File: config.mk
export PLATFORM = sky130hd
export DESIGN_NAME = xml_encoding_decl_extractor_core
export DESIGN_NICKNAME = d
export VERILOG_FILES = /design/src/xed_pkg.sv /design/src/xed_front.sv /design/src/xed_queue.sv /design/src/xed_back.sv /design/src/xml_encoding_decl_extractor_core.sv
export SDC_FILE = /design/constraint.sdc
export NUM_CORES = 1
export LEC_CHECK = 0
export BUFFER_PORTS_ARGS = -buffer_cell sky130_fd_sc_hd__buf_2
export CAP_MARGIN = 20
export CORE_MARGIN = 4
export CORE_UTILIZATION = 60
export CTS_CLUSTER_DIAMETER = 30
export DETAILED_ROUTE_END_ITERATION = 16
export GPL_ROUTABILITY_DRIVEN = 0
export MAX_ROUTING_LAYER = met4
export PLACE_DENSITY = 0.76
export SYNTH_ARGS = -nofsm -noshare
export SYNTH_HDL_FRONTEND = slang
export SYNTH_HIERARCHICAL = 1
export SYNTH_SLANG_ARGS = --single-unit
File: constraint.sdc
create_clock -name aclk -period 10.21 [get_ports aclk]
set_clock_uncertainty 0.2 [all_clocks]
set_input_delay 0.5105 -clock aclk [delete_from_list [all_inputs] [get_ports aclk]]
set_output_delay 0.5105 -clock aclk [all_outputs]
set_load 0.005 [all_outputs]
File: src/xed_pkg.sv
// Shared types, constants and character tables for the encoding declaration extractor.
package xed_pkg;

    localparam int NAME_MAX_DEF = 64;
    localparam int LEN_W        = 7;
    localparam int ADDR_W       = 6;
    localparam int DOC_W        = 5;
    localparam logic [DOC_W-1:0] MIN_DOC = 5'd20;
    localparam logic [3:0] OPENER_LEN  = 4'd5;
    localparam logic [3:0] KEYWORD_LEN = 4'd8;

    localparam logic [7:0] CH_SPACE  = 8'h20;
    localparam logic [7:0] CH_TAB    = 8'h09;
    localparam logic [7:0] CH_EQUALS = 8'h3d;
    localparam logic [7:0] CH_DQUOTE = 8'h22;
    localparam logic [7:0] CH_SQUOTE = 8'h27;
    localparam logic [7:0] CH_NUL    = 8'h00;

    typedef struct packed {
        logic [7:0] byte_in;
        logic       end_of_doc;
    } xed_in_t;

    typedef struct packed {
        logic [7:0] name_byte;
        logic       found;
        logic       run_last;
    } xed_out_t;

    typedef struct packed {
        logic             bank;
        logic             found;
        logic [LEN_W-1:0] len;
    } xed_cmd_t;

    typedef struct packed {
        logic              en;
        logic              bank;
        logic [ADDR_W-1:0] addr;
        logic [7:0]        data;
    } xed_wr_t;

    function automatic logic [7:0] opener_char(input logic [2:0] idx);
        logic [7:0] c;
        unique case (idx)
            3'd0: c = 8'h3c;
            3'd1: c = 8'h3f;
            3'd2: c = 8'h78;
            3'd3: c = 8'h6d;
            3'd4: c = 8'h6c;
            default: c = 8'h00;
        endcase
        return c;
    endfunction

    function automatic logic [7:0] keyword_char(input logic [2:0] idx);
        logic [7:0] c;
        unique case (idx)
            3'd0: c = 8'h65;
            3'd1: c = 8'h6e;
            3'd2: c = 8'h63;
            3'd3: c = 8'h6f;
            3'd4: c = 8'h64;
            3'd5: c = 8'h69;
            3'd6: c = 8'h6e;
            3'd7: c = 8'h67;
            default: c = 8'h00;
        endcase
        return c;
    endfunction

endpackage

File: src/xed_front.sv
// Front end: accepts document bytes, parses the declaration and writes name bytes.
module xed_front #(
    parameter int NAME_MAX = xed_pkg::NAME_MAX_DEF
) (
    input  logic             aclk,
    input  logic             aresetn,
    input  logic             s_valid,
    output logic             s_ready,
    input  xed_pkg::xed_in_t s_payload,
    input  logic             q_full,
    output logic             q_push,
    output xed_pkg::xed_cmd_t q_cmd,
    output xed_pkg::xed_wr_t wr
);
    import xed_pkg::*;

    typedef enum logic [6:0] {
        PH_PREFIX = 7'b0000001,
        PH_SEARCH = 7'b0000010,
        PH_WS1    = 7'b0000100,
        PH_WS2    = 7'b0001000,
        PH_NAME   = 7'b0010000,
        PH_DONE   = 7'b0100000,
        PH_FAIL   = 7'b1000000
    } phase_t;

    phase_t           phase_reg, phase_next;
    logic [3:0]       match_pos_reg, match_pos_next;
    logic [DOC_W-1:0] doc_count_reg, doc_count_next;
    logic             quote_single_reg, quote_single_next;
    logic [LEN_W-1:0] name_len_reg, name_len_next;
    logic             bank_reg, bank_next;
    logic             accept;
    logic [7:0]       b;
    logic [7:0]       close_quote;
    logic [3:0]       kw_pos;

    assign s_ready     = !q_full;
    assign accept      = s_valid && s_ready;
    assign b           = s_payload.byte_in;
    assign close_quote = quote_single_reg ? CH_SQUOTE : CH_DQUOTE;

    always_comb begin
        phase_next        = phase_reg;
        match_pos_next    = match_pos_reg;
        doc_count_next    = doc_count_reg;
        quote_single_next = quote_single_reg;
        name_len_next     = name_len_reg;
        bank_next         = bank_reg;
        kw_pos            = 4'd0;
        wr                = '0;
        q_push            = 1'b0;
        q_cmd             = '0;
        if (accept) begin
            if (doc_count_reg < MIN_DOC) begin
                doc_count_next = doc_count_reg + 1'b1;
            end
            unique case (phase_reg)
                PH_PREFIX: begin
                    if (match_pos_reg < OPENER_LEN &&
                        b == opener_char(match_pos_reg[2:0])) begin
                        if (match_pos_reg + 1'b1 == OPENER_LEN) begin
                            phase_next     = PH_SEARCH;
                            match_pos_next = 4'd0;
                        end else begin
                            match_pos_next = match_pos_reg + 1'b1;
                        end
                    end else begin
                        phase_next = PH_FAIL;
                    end
                end
                PH_SEARCH: begin
                    if (b == CH_NUL) begin
                        phase_next = PH_FAIL;
                    end else begin
                        // The keyword has no self-overlap, so a mismatch restarts on this byte.
                        if (b == keyword_char(match_pos_reg[2:0])) begin
                            kw_pos = match_pos_reg + 1'b1;
                        end else if (b == keyword_char(3'd0)) begin
                            kw_pos = 4'd1;
                        end else begin
                            kw_pos = 4'd0;
                        end
                        if (kw_pos == KEYWORD_LEN) begin
                            phase_next     = PH_WS1;
                            match_pos_next = 4'd0;
                        end else begin
                            match_pos_next = kw_pos;
                        end
                    end
                end
                PH_WS1: begin
                    if (b == CH_EQUALS) begin
                        phase_next = PH_WS2;
                    end else if (b != CH_SPACE && b != CH_TAB) begin
                        phase_next = PH_FAIL;
                    end
                end
                PH_WS2: begin
                    if (b == CH_DQUOTE || b == CH_SQUOTE) begin
                        quote_single_next = (b == CH_SQUOTE);
                        name_len_next     = '0;
                        phase_next        = PH_NAME;
                    end else if (b != CH_SPACE && b != CH_TAB) begin
                        phase_next = PH_FAIL;
                    end
                end
                PH_NAME: begin
                    if (b == close_quote) begin
                        phase_next = (name_len_reg != '0) ? PH_DONE : PH_FAIL;
                    end else if (name_len_reg < LEN_W'(NAME_MAX)) begin
                        wr.en         = 1'b1;
                        wr.bank       = bank_reg;
                        wr.addr       = name_len_reg[ADDR_W-1:0];
                        wr.data       = b;
                        name_len_next = name_len_reg + 1'b1;
                    end else begin
                        phase_next = PH_FAIL;
                    end
                end
                PH_DONE, PH_FAIL: begin
                end
                default: phase_next = PH_FAIL;
            endcase
            if (s_payload.end_of_doc) begin
                q_push            = 1'b1;
                q_cmd.bank        = bank_reg;
                q_cmd.found       = (phase_next == PH_DONE) && (doc_count_next >= MIN_DOC);
                q_cmd.len         = name_len_next;
                bank_next         = !bank_reg;
                phase_next        = PH_PREFIX;
                match_pos_next    = 4'd0;
                doc_count_next    = '0;
                quote_single_next = 1'b0;
                name_len_next     = '0;
            end
        end
    end

    always_ff @(posedge aclk) begin
        if (!aresetn) begin
            phase_reg        <= PH_PREFIX;
            match_pos_reg    <= 4'd0;
            doc_count_reg    <= '0;
            quote_single_reg <= 1'b0;
            name_len_reg     <= '0;
            bank_reg         <= 1'b0;
        end else begin
            phase_reg        <= phase_next;
            match_pos_reg    <= match_pos_next;
            doc_count_reg    <= doc_count_next;
            quote_single_reg <= quote_single_next;
            name_len_reg     <= name_len_next;
            bank_reg         <= bank_next;
        end
    end

endmodule

File: src/xed_queue.sv
// Two-entry queue of finished-document requests between front and back.
module xed_queue (
    input  logic              aclk,
    input  logic              aresetn,
    input  logic              push,
    input  xed_pkg::xed_cmd_t push_cmd,
    output logic              full,
    input  logic              pop,
    output xed_pkg::xed_cmd_t head,
    output logic              empty
);
    import xed_pkg::*;

    xed_cmd_t   entry_reg [2];
    logic       wr_ptr_reg, wr_ptr_next;
    logic       rd_ptr_reg, rd_ptr_next;
    logic [1:0] count_reg, count_next;

    assign full  = (count_reg == 2'd2);
    assign empty = (count_reg == 2'd0);
    assign head  = entry_reg[rd_ptr_reg];

    always_comb begin
        wr_ptr_next = wr_ptr_reg;
        rd_ptr_next = rd_ptr_reg;
        count_next  = count_reg;
        if (push) begin
            wr_ptr_next = !wr_ptr_reg;
        end
        if (pop) begin
            rd_ptr_next = !rd_ptr_reg;
        end
        priority if (push && !pop) begin
            count_next = count_reg + 1'b1;
        end else if (pop && !push) begin
            count_next = count_reg - 1'b1;
        end
    end

    always_ff @(posedge aclk) begin
        if (!aresetn) begin
            wr_ptr_reg <= 1'b0;
            rd_ptr_reg <= 1'b0;
            count_reg  <= 2'd0;
        end else begin
            wr_ptr_reg <= wr_ptr_next;
            rd_ptr_reg <= rd_ptr_next;
            count_reg  <= count_next;
        end
    end

    always_ff @(posedge aclk) begin
        if (push) begin
            entry_reg[wr_ptr_reg] <= push_cmd;
        end
    end

endmodule

File: src/xed_back.sv
// Back end: holds the two-bank name store and plays each request out as results.
module xed_back #(
    parameter int NAME_MAX = xed_pkg::NAME_MAX_DEF
) (
    input  logic              aclk,
    input  logic              aresetn,
    input  xed_pkg::xed_wr_t  wr,
    input  logic              q_empty,
    input  xed_pkg::xed_cmd_t q_head,
    output logic              q_pop,
    output logic              m_valid,
    input  logic              m_ready,
    output xed_pkg::xed_out_t m_payload
);
    import xed_pkg::*;

    localparam int AW    = (NAME_MAX > 1) ? $clog2(NAME_MAX) : 1;
    localparam int DEPTH = 2 * (2 ** AW);

    logic [7:0]       store_mem [DEPTH];
    logic [LEN_W-1:0] idx_reg, idx_next;
    logic             rd_valid_reg;
    logic             rd_found_reg;
    logic             rd_last_reg;
    logic [7:0]       rd_data_reg;
    logic             out_valid_reg;
    xed_out_t         out_reg;
    logic             advance;
    logic             issue;
    logic             item_last;

    // Both stages move together; a new read is issued only when the output can move.
    assign advance   = !out_valid_reg || m_ready;
    assign issue     = advance && !q_empty;
    assign item_last = !q_head.found || (idx_reg == q_head.len - 1'b1);
    assign q_pop     = issue && item_last;
    assign m_valid   = out_valid_reg;
    assign m_payload = out_reg;

    always_comb begin
        idx_next = idx_reg;
        if (issue) begin
            idx_next = item_last ? '0 : idx_reg + 1'b1;
        end
    end

    always_ff @(posedge aclk) begin
        if (wr.en) begin
            store_mem[{wr.bank, wr.addr[AW-1:0]}] <= wr.data;
        end
    end

    always_ff @(posedge aclk) begin
        if (!aresetn) begin
            idx_reg       <= '0;
            rd_valid_reg  <= 1'b0;
            out_valid_reg <= 1'b0;
        end else begin
            idx_reg <= idx_next;
            if (advance) begin
                rd_valid_reg  <= issue;
                out_valid_reg <= rd_valid_reg;
            end
        end
    end

    always_ff @(posedge aclk) begin
        if (advance) begin
            rd_data_reg       <= store_mem[{q_head.bank, idx_reg[AW-1:0]}];
            rd_found_reg      <= q_head.found;
            rd_last_reg       <= item_last;
            out_reg.name_byte <= rd_found_reg ? rd_data_reg : 8'h00;
            out_reg.found     <= rd_found_reg;
            out_reg.run_last  <= rd_last_reg;
        end
    end

endmodule

File: src/xml_encoding_decl_extractor_core.sv
// Result path: a finished document's request goes from the request queue through the read stage to the output register.
// Throughput if unstalled: one byte per cycle in; a found name drains at one byte per cycle, else one result.
// The front stalls only while two finished documents wait in the request queue (two store banks).
// Reset: synchronous, active low; clears parser, queue and output state, not the name store.
module xml_encoding_decl_extractor_core #(
    parameter int NAME_MAX = xed_pkg::NAME_MAX_DEF
) (
    input  logic              aclk,
    input  logic              aresetn,
    input  logic              s_valid,
    output logic              s_ready,
    input  xed_pkg::xed_in_t  s_payload,
    output logic              m_valid,
    input  logic              m_ready,
    output xed_pkg::xed_out_t m_payload
);
    import xed_pkg::*;

    logic     q_full;
    logic     q_empty;
    logic     q_push;
    logic     q_pop;
    xed_cmd_t q_cmd;
    xed_cmd_t q_head;
    xed_wr_t  wr;

    xed_front #(.NAME_MAX(NAME_MAX)) u_front (
        .aclk      (aclk),
        .aresetn   (aresetn),
        .s_valid   (s_valid),
        .s_ready   (s_ready),
        .s_payload (s_payload),
        .q_full    (q_full),
        .q_push    (q_push),
        .q_cmd     (q_cmd),
        .wr        (wr)
    );

    xed_queue u_queue (
        .aclk     (aclk),
        .aresetn  (aresetn),
        .push     (q_push),
        .push_cmd (q_cmd),
        .full     (q_full),
        .pop      (q_pop),
        .head     (q_head),
        .empty    (q_empty)
    );

    xed_back #(.NAME_MAX(NAME_MAX)) u_back (
        .aclk      (aclk),
        .aresetn   (aresetn),
        .wr        (wr),
        .q_empty   (q_empty),
        .q_head    (q_head),
        .q_pop     (q_pop),
        .m_valid   (m_valid),
        .m_ready   (m_ready),
        .m_payload (m_payload)
    );

endmodule

# After elaboration in Yosys (flattened, before gate mapping)
# Memories as Yosys holds them, arrays and structs flattened. A register that Yosys moved wholly into a read port is not among the register bits.
# Index checks and enable logic that the tools add are counted.
classes:
  magnitude_cmp: 4
  add_sub_neg: 7
  n_eq_ne: 27
  reduce_logical: 32
  muxes: 61
op_table:
  columns: ["op", "n"]
  rows:
  - ["7-bit two-way mux", 17]
  - ["16-bit two-way mux", 4]
  - ["7-bit one-hot mux with 6 select lines", 1]
  - ["8-bit two-way mux", 5]
  - ["4-bit two-way mux", 9]
  - ["7-bit one-hot mux with 5 select lines", 1]
  - ["8-bit by 6-bit equality test with 1-bit output, second input constant", 3]
  - ["8-bit equality test", 3]
  - ["9-bit two-way mux", 2]
  - ["5-bit two-way mux", 3]
  - ["7-bit by 1-bit adder with 7-bit output, second input constant", 2]
  - ["7-bit by 6-bit equality test with 1-bit output, second input constant", 2]
  - ["7-bit one-hot mux with 2 select lines", 1]
  - ["1-bit two-way mux", 12]
  - ["1-bit zero test", 9]
  - ["3-bit two-way mux", 3]
  - ["8-bit by 7-bit equality test with 1-bit output, second input constant", 1]
  - ["1-bit logical AND", 8]
  - ["8-bit zero test", 1]
  - ["8-bit by 4-bit inequality test with 1-bit output, second input constant", 1]
  - ["8-bit by 6-bit inequality test with 1-bit output, second input constant", 1]
  - ["4-bit one-hot mux with 2 select lines", 1]
  - ["7-bit by 1-bit equality test with 1-bit output, second input constant", 1]
  - ["7-bit by 2-bit equality test with 1-bit output, second input constant", 1]
  - ["33 further kinds", 39]
word_totals:
  register_bits: 50
  mem_bits_rw: 1042
  out_inout_bits: 12
  in_bits: 13
  rom_bits: 32
  mem_count: 3
mem_list:
  columns: ["memory", "words", "word_bits", "rd", "rd_clocked_by_memory_dff", "wr", "line", "rtl"]
  rows:
  - ["u_back.store_mem", 128, 8, 1, 1, 1, "xed_back.sv:20", "logic [7:0] store_mem [DEPTH];"]
  - ["(name not given)", 8, 4, 1, 1, 0, "xed_pkg.sv:58", "unique case (idx)"]
  - ["u_queue.entry_reg", 2, 9, 1, 1, 1, "xed_queue.sv:14", "xed_cmd_t entry_reg [2];"]

# Longest topological paths before layout
logic_depth:
  ltp_word: 18
  mapped_depth: 14
  mapped_depth_nobuf: 13

# Hierarchy
# The synthesis kept the hierarchy.
by_module_without_submodules:
  columns: ["module", "instances", "seq_area_each_um2", "cells_per_inst", "area_per_inst_um2"]
  rows:
  - ["xed_back", 1, 31530.2, 2043, 41350.9]
  - ["xed_front", 1, 580.6, 343, 2573.7]
  - ["xed_queue", 1, 640.6, 50, 865.8]

# Least setup slack after synthesis
# No wires, ideal clock.
synth_timing:
  path_kind: "input-to-reg"
  startpoint: "input s_payload[3] (netlist bit)"
  endpoint: "memory u_back.store_mem[0][4] (data pin)"
  setup_ps: 537
  slack_ps: 5752
  stages: 7
  n_path_buf: 3
  arrival_ps: 3721
  path_cell_list: "buf_2 -> and3_1 -> o2111ai_1 -> and3_1 -> clkbuf_1 -> clkbuf_1 -> and3_1"
synth_lines:
  columns: ["item", "line", "rtl"]
  rows:
  - ["start: declaration", "xml_encoding_decl_extractor_core.sv:12", "input xed_pkg::xed_in_t s_payload,"]
  - ["end: declaration", "xed_back.sv:20", null]

==> impl_metrics.sql <==
INSERT INTO impl_metrics (metric_group, metric, value, unit) VALUES
('pwr', 'power.static_leakage', '0.0184', 'uW'),
('placement', 'numPortBuffers', '24', ''),
('pwr', 'total_switching_power', '2640', 'uW'),
('synth', 'synth_top_area_share', '71.2', '%'),
('critical_path', 'worstReg2RegEnd', 'u_back/store_mem[65][3]', ''),
('clock_tree', 'cts-buffers-inserted', '158', ''),
('critical_path', 'required_arrival_time_at_the_worst_endpoint', '10.36', 'ns'),
('synth', 'postSynthCellCount', '2436', ''),
('worst_hold_path', 'holdCritStartpoint', 's_payload[0]', ''),
('synth', 'synth.lib_cells_used.distinct', '84', ''),
('clock_tree', 'cts_root_buf', 'sky130_fd_sc_hd__clkbuf_16', ''),
('clock_tree', 'clk_latency_worst_skew_pair', '0.75', 'ns'),
('critical_path', 'ff2ff_path_depth', '7', ''),
('pwr', 'peakVddDrop', '0.337', 'mV'),
('layout', 'nets', '2555', ''),
('timing', 'final_period_minus_worst_setup_slack', '4.72', 'ns'),
('synth', 'synth-warning-count', '6', ''),
('synth', 'synth_most_common_cell', 'sky130_fd_sc_hd__edfxtp_1', ''),
('critical_path', 'worst-r2r-setup-slack', '5.49', 'ns'),
('layout', 'final_util', '69.7', '%'),
('job', 'maxCapViolations', '0', ''),
('clock_tree', 'clkSlewWorstSetupHoldPaths', '0.05', 'ns'),
('timing', 'fin_setup_tns', '0', 'ns'),
('synth', 'synthArstFlopShare', '0', '%'),
('critical_path', 'worst-path-max-fanout', '21', ''),
('grt', 'grt_antenna_before_repair', '3', ''),
('grt', 'grt_pass1_vias', '24251', ''),
('clock_tree', 'htree_levels', '4', ''),
('layout', 'final_design_area_no_fill', '51200', 'um2'),
('layout', 'layout.filler_cells', '4310', ''),
('clock_tree', 'tritoncts', 'built', ''),
('timing', 'maximum_clock_frequency', '212', 'MHz'),
('critical_path', 'setup.worst_path.class', 'reg2reg', ''),
('detailed_routing', 'vias', '24571', ''),
('layout', 'multiInputGateArea', '11300', 'um2'),
('pwr', 'internal-power', '8790', 'uW'),
('pwr', 'power.share.clock', '48.1', '%'),
('clock_tree', 'hold_buffers', '2', ''),
('pwr', 'power-per-cell-area', '223', 'nW/um2'),
('grt', 'largest_net_degree_at_the_start_of_global_routing', '129', ''),
('critical_path', 'critPathArrivalTime', '4.87', 'ns'),
('detailed_routing', 'wl', '108000', 'um'),
('critical_path', 'worst_setup_path_end_kind', 'flip-flop', ''),
('layout', 'number_of_flip_flops_in_the_largest_register', '1024', ''),
('floorplan', 'die_w', '281', 'um'),
('floorplan', 'die-height', '281', 'um'),
('synth', 'synth-seq-cells', '1105', ''),
('worst_hold_path', 'timing.hold.worst_endpoint', 'u_front/name_len_reg[5]', ''),
('synth', 'netlist.top_cell.by_area', 'sky130_fd_sc_hd__edfxtp_1', ''),
('layout', 'area_growth', '14.3', '%'),
('floorplan', 'start_util', '61.0', '%'),
('detailed_routing', 'drc_errors', '0', ''),
('timing', 'worst_slew_margin_rel', '16.2', '%'),
('placement', 'place_area', '45700', 'um2'),
('timing', 'layout_worst_path_cycle_share', '46.2', '%'),
('clock_tree', 'postCtsSetupRepairBufs', '0', ''),
('synth', 'yosys-top-cells-count', '1062 x sky130_fd_sc_hd__edfxtp_1, 200 x sky130_fd_sc_hd__mux4_2, 197 x sky130_fd_sc_hd__nor2_1, 184 x sky130_fd_sc_hd__mux2i_1, 81 x sky130_fd_sc_hd__nand2_1', ''),
('timing', 'finalSetupViolations', '0', ''),
('pwr', 'power_frac_comb', '7.7', '%'),
('clock_tree', 'postCtsResizedCells', '0', ''),
('detailed_routing', 'drt-vias-per-instance', '6.79', ''),
('synth', 'most_instantiated_flip_flop_cell_in_the_synthesis_netlist', 'sky130_fd_sc_hd__edfxtp_1', ''),
('status', 'status', 'complete, no violations', ''),
('timing', 'finalMaxSlewViolations', '0', ''),
('pwr', 'pwr-share-seq', '44.2', '%'),
('synth', 'synthesis.area', '44800', 'um2'),
('clock_tree', 'clk_path_buf_depth', '3', ''),
('pwr', 'switching_share', '23.1', '%'),
('layout', 'register_cell_area_after_layout', '32800', 'um2'),
('critical_path', 'crit_path_start_kind', 'flip-flop', ''),
('detailed_routing', 'detail-route-antenna-nets', '0', '');
==> logic make-up after synthesis <==
kind of cell,synth area share (%)
DFF,73.1
adders and majority gates,0.447
and+or+nand+nor,5.46
buffers and inverters,1.88
muxes,14.4
xor gates and xnor gates,0.626
AOI/OAI and AO/OA,4.03
==> critical path, stage by stage (launching register included) <==
cell	delay (ns)
sky130_fd_sc_hd__dfxtp_1	0.38
sky130_fd_sc_hd__and2b_2	0.28
sky130_fd_sc_hd__inv_1	0.08
sky130_fd_sc_hd__nand2_1	0.42
sky130_fd_sc_hd__nor2_1	0.38
sky130_fd_sc_hd__and3_1	0.73
sky130_fd_sc_hd__nand3_2	0.91
sky130_fd_sc_hd__nor2_1	0.95
==> through the flow <==
stage	instances	hold WS [ns]	total power, uW	setup WS, ns
2_1_floorplan	2436	0.200	5840	5.75
3_3_place_gp	3319	0.219	5990	5.39
3_5_place_dp	3319	0.206	6010	5.21
4_1_cts	3614	0.0280	11500	5.58
5_1_grt	3621	0.0477	11800	5.25
6_report	3621	0.0807	11400	5.49
==> power groups by stage <==
stage                     logic (uW)  registers, uW  clock network, uW
after CTS                        881           5050               5550
final                            881           5060               5500
after global routing             948           5060               5790
after global placement           851           5140                  0
after floorplan                  766           5070                  0
after detailed placement         873           5140                  0
==> worst max path at each step <==
stage	cells past startpoint	to	startpoint	slack [ns]
3_3_place_gp	8	u_back/store_mem[115][0]	s_payload[1]	5.39
5_1_grt	7	u_back/store_mem[67][1]	u_front/phase_reg[0]	5.25
3_5_place_dp	8	u_back/store_mem[3][0]	s_payload[1]	5.21
6_report	7	u_back/store_mem[65][3]	u_queue/count_reg[0]	5.49
2_1_floorplan	7	u_back/store_mem[0][4]	s_payload[3]	5.75
4_1_cts	7	u_back/rd_data_reg[4]	u_back/idx_reg[0]	5.58
==> routing by layer <==
metal,vias to the layer above,part of all wire [%],track usage [%]
li1,10112,-,-
met1,12432,38,40.4
met2,1783,47,42.7
met3,244,12,6.65
met4,0,3.3,9.05
met5,-,0,-
==> placed cells by master, fill, tap and decap left out, types with 21 or more instances in the layout <==
cell / n
sky130_fd_sc_hd__a2111oi_0: 33
sky130_fd_sc_hd__a22oi_1: 25
sky130_fd_sc_hd__and2_1: 23
sky130_fd_sc_hd__buf_2: 25
sky130_fd_sc_hd__buf_4: 32
sky130_fd_sc_hd__clkbuf_16: 163
sky130_fd_sc_hd__clkinv_2: 27
sky130_fd_sc_hd__dfxtp_1: 40
sky130_fd_sc_hd__edfxtp_1: 1062
sky130_fd_sc_hd__inv_1: 21
sky130_fd_sc_hd__mux2i_1: 184
sky130_fd_sc_hd__mux4_2: 200
sky130_fd_sc_hd__nand2_1: 81
sky130_fd_sc_hd__nand3_1: 26
sky130_fd_sc_hd__nor2_1: 197
sky130_fd_sc_hd__nor2b_1: 45
sky130_fd_sc_hd__o21ai_0: 41
sky130_fd_sc_hd__o22ai_1: 21
==> cell type report <==
type,instances,area share (%)
clock buffer,171,8.02
sequential,1105,64.0
antenna,3,0.0147
timing repair buffer,63,0.882
tap,959,2.34
multi-input combinational,1176,22.0
clock inverter,122,2.61
inverter,22,0.161
Note: power is estimated with default switching activity, not from simulation.
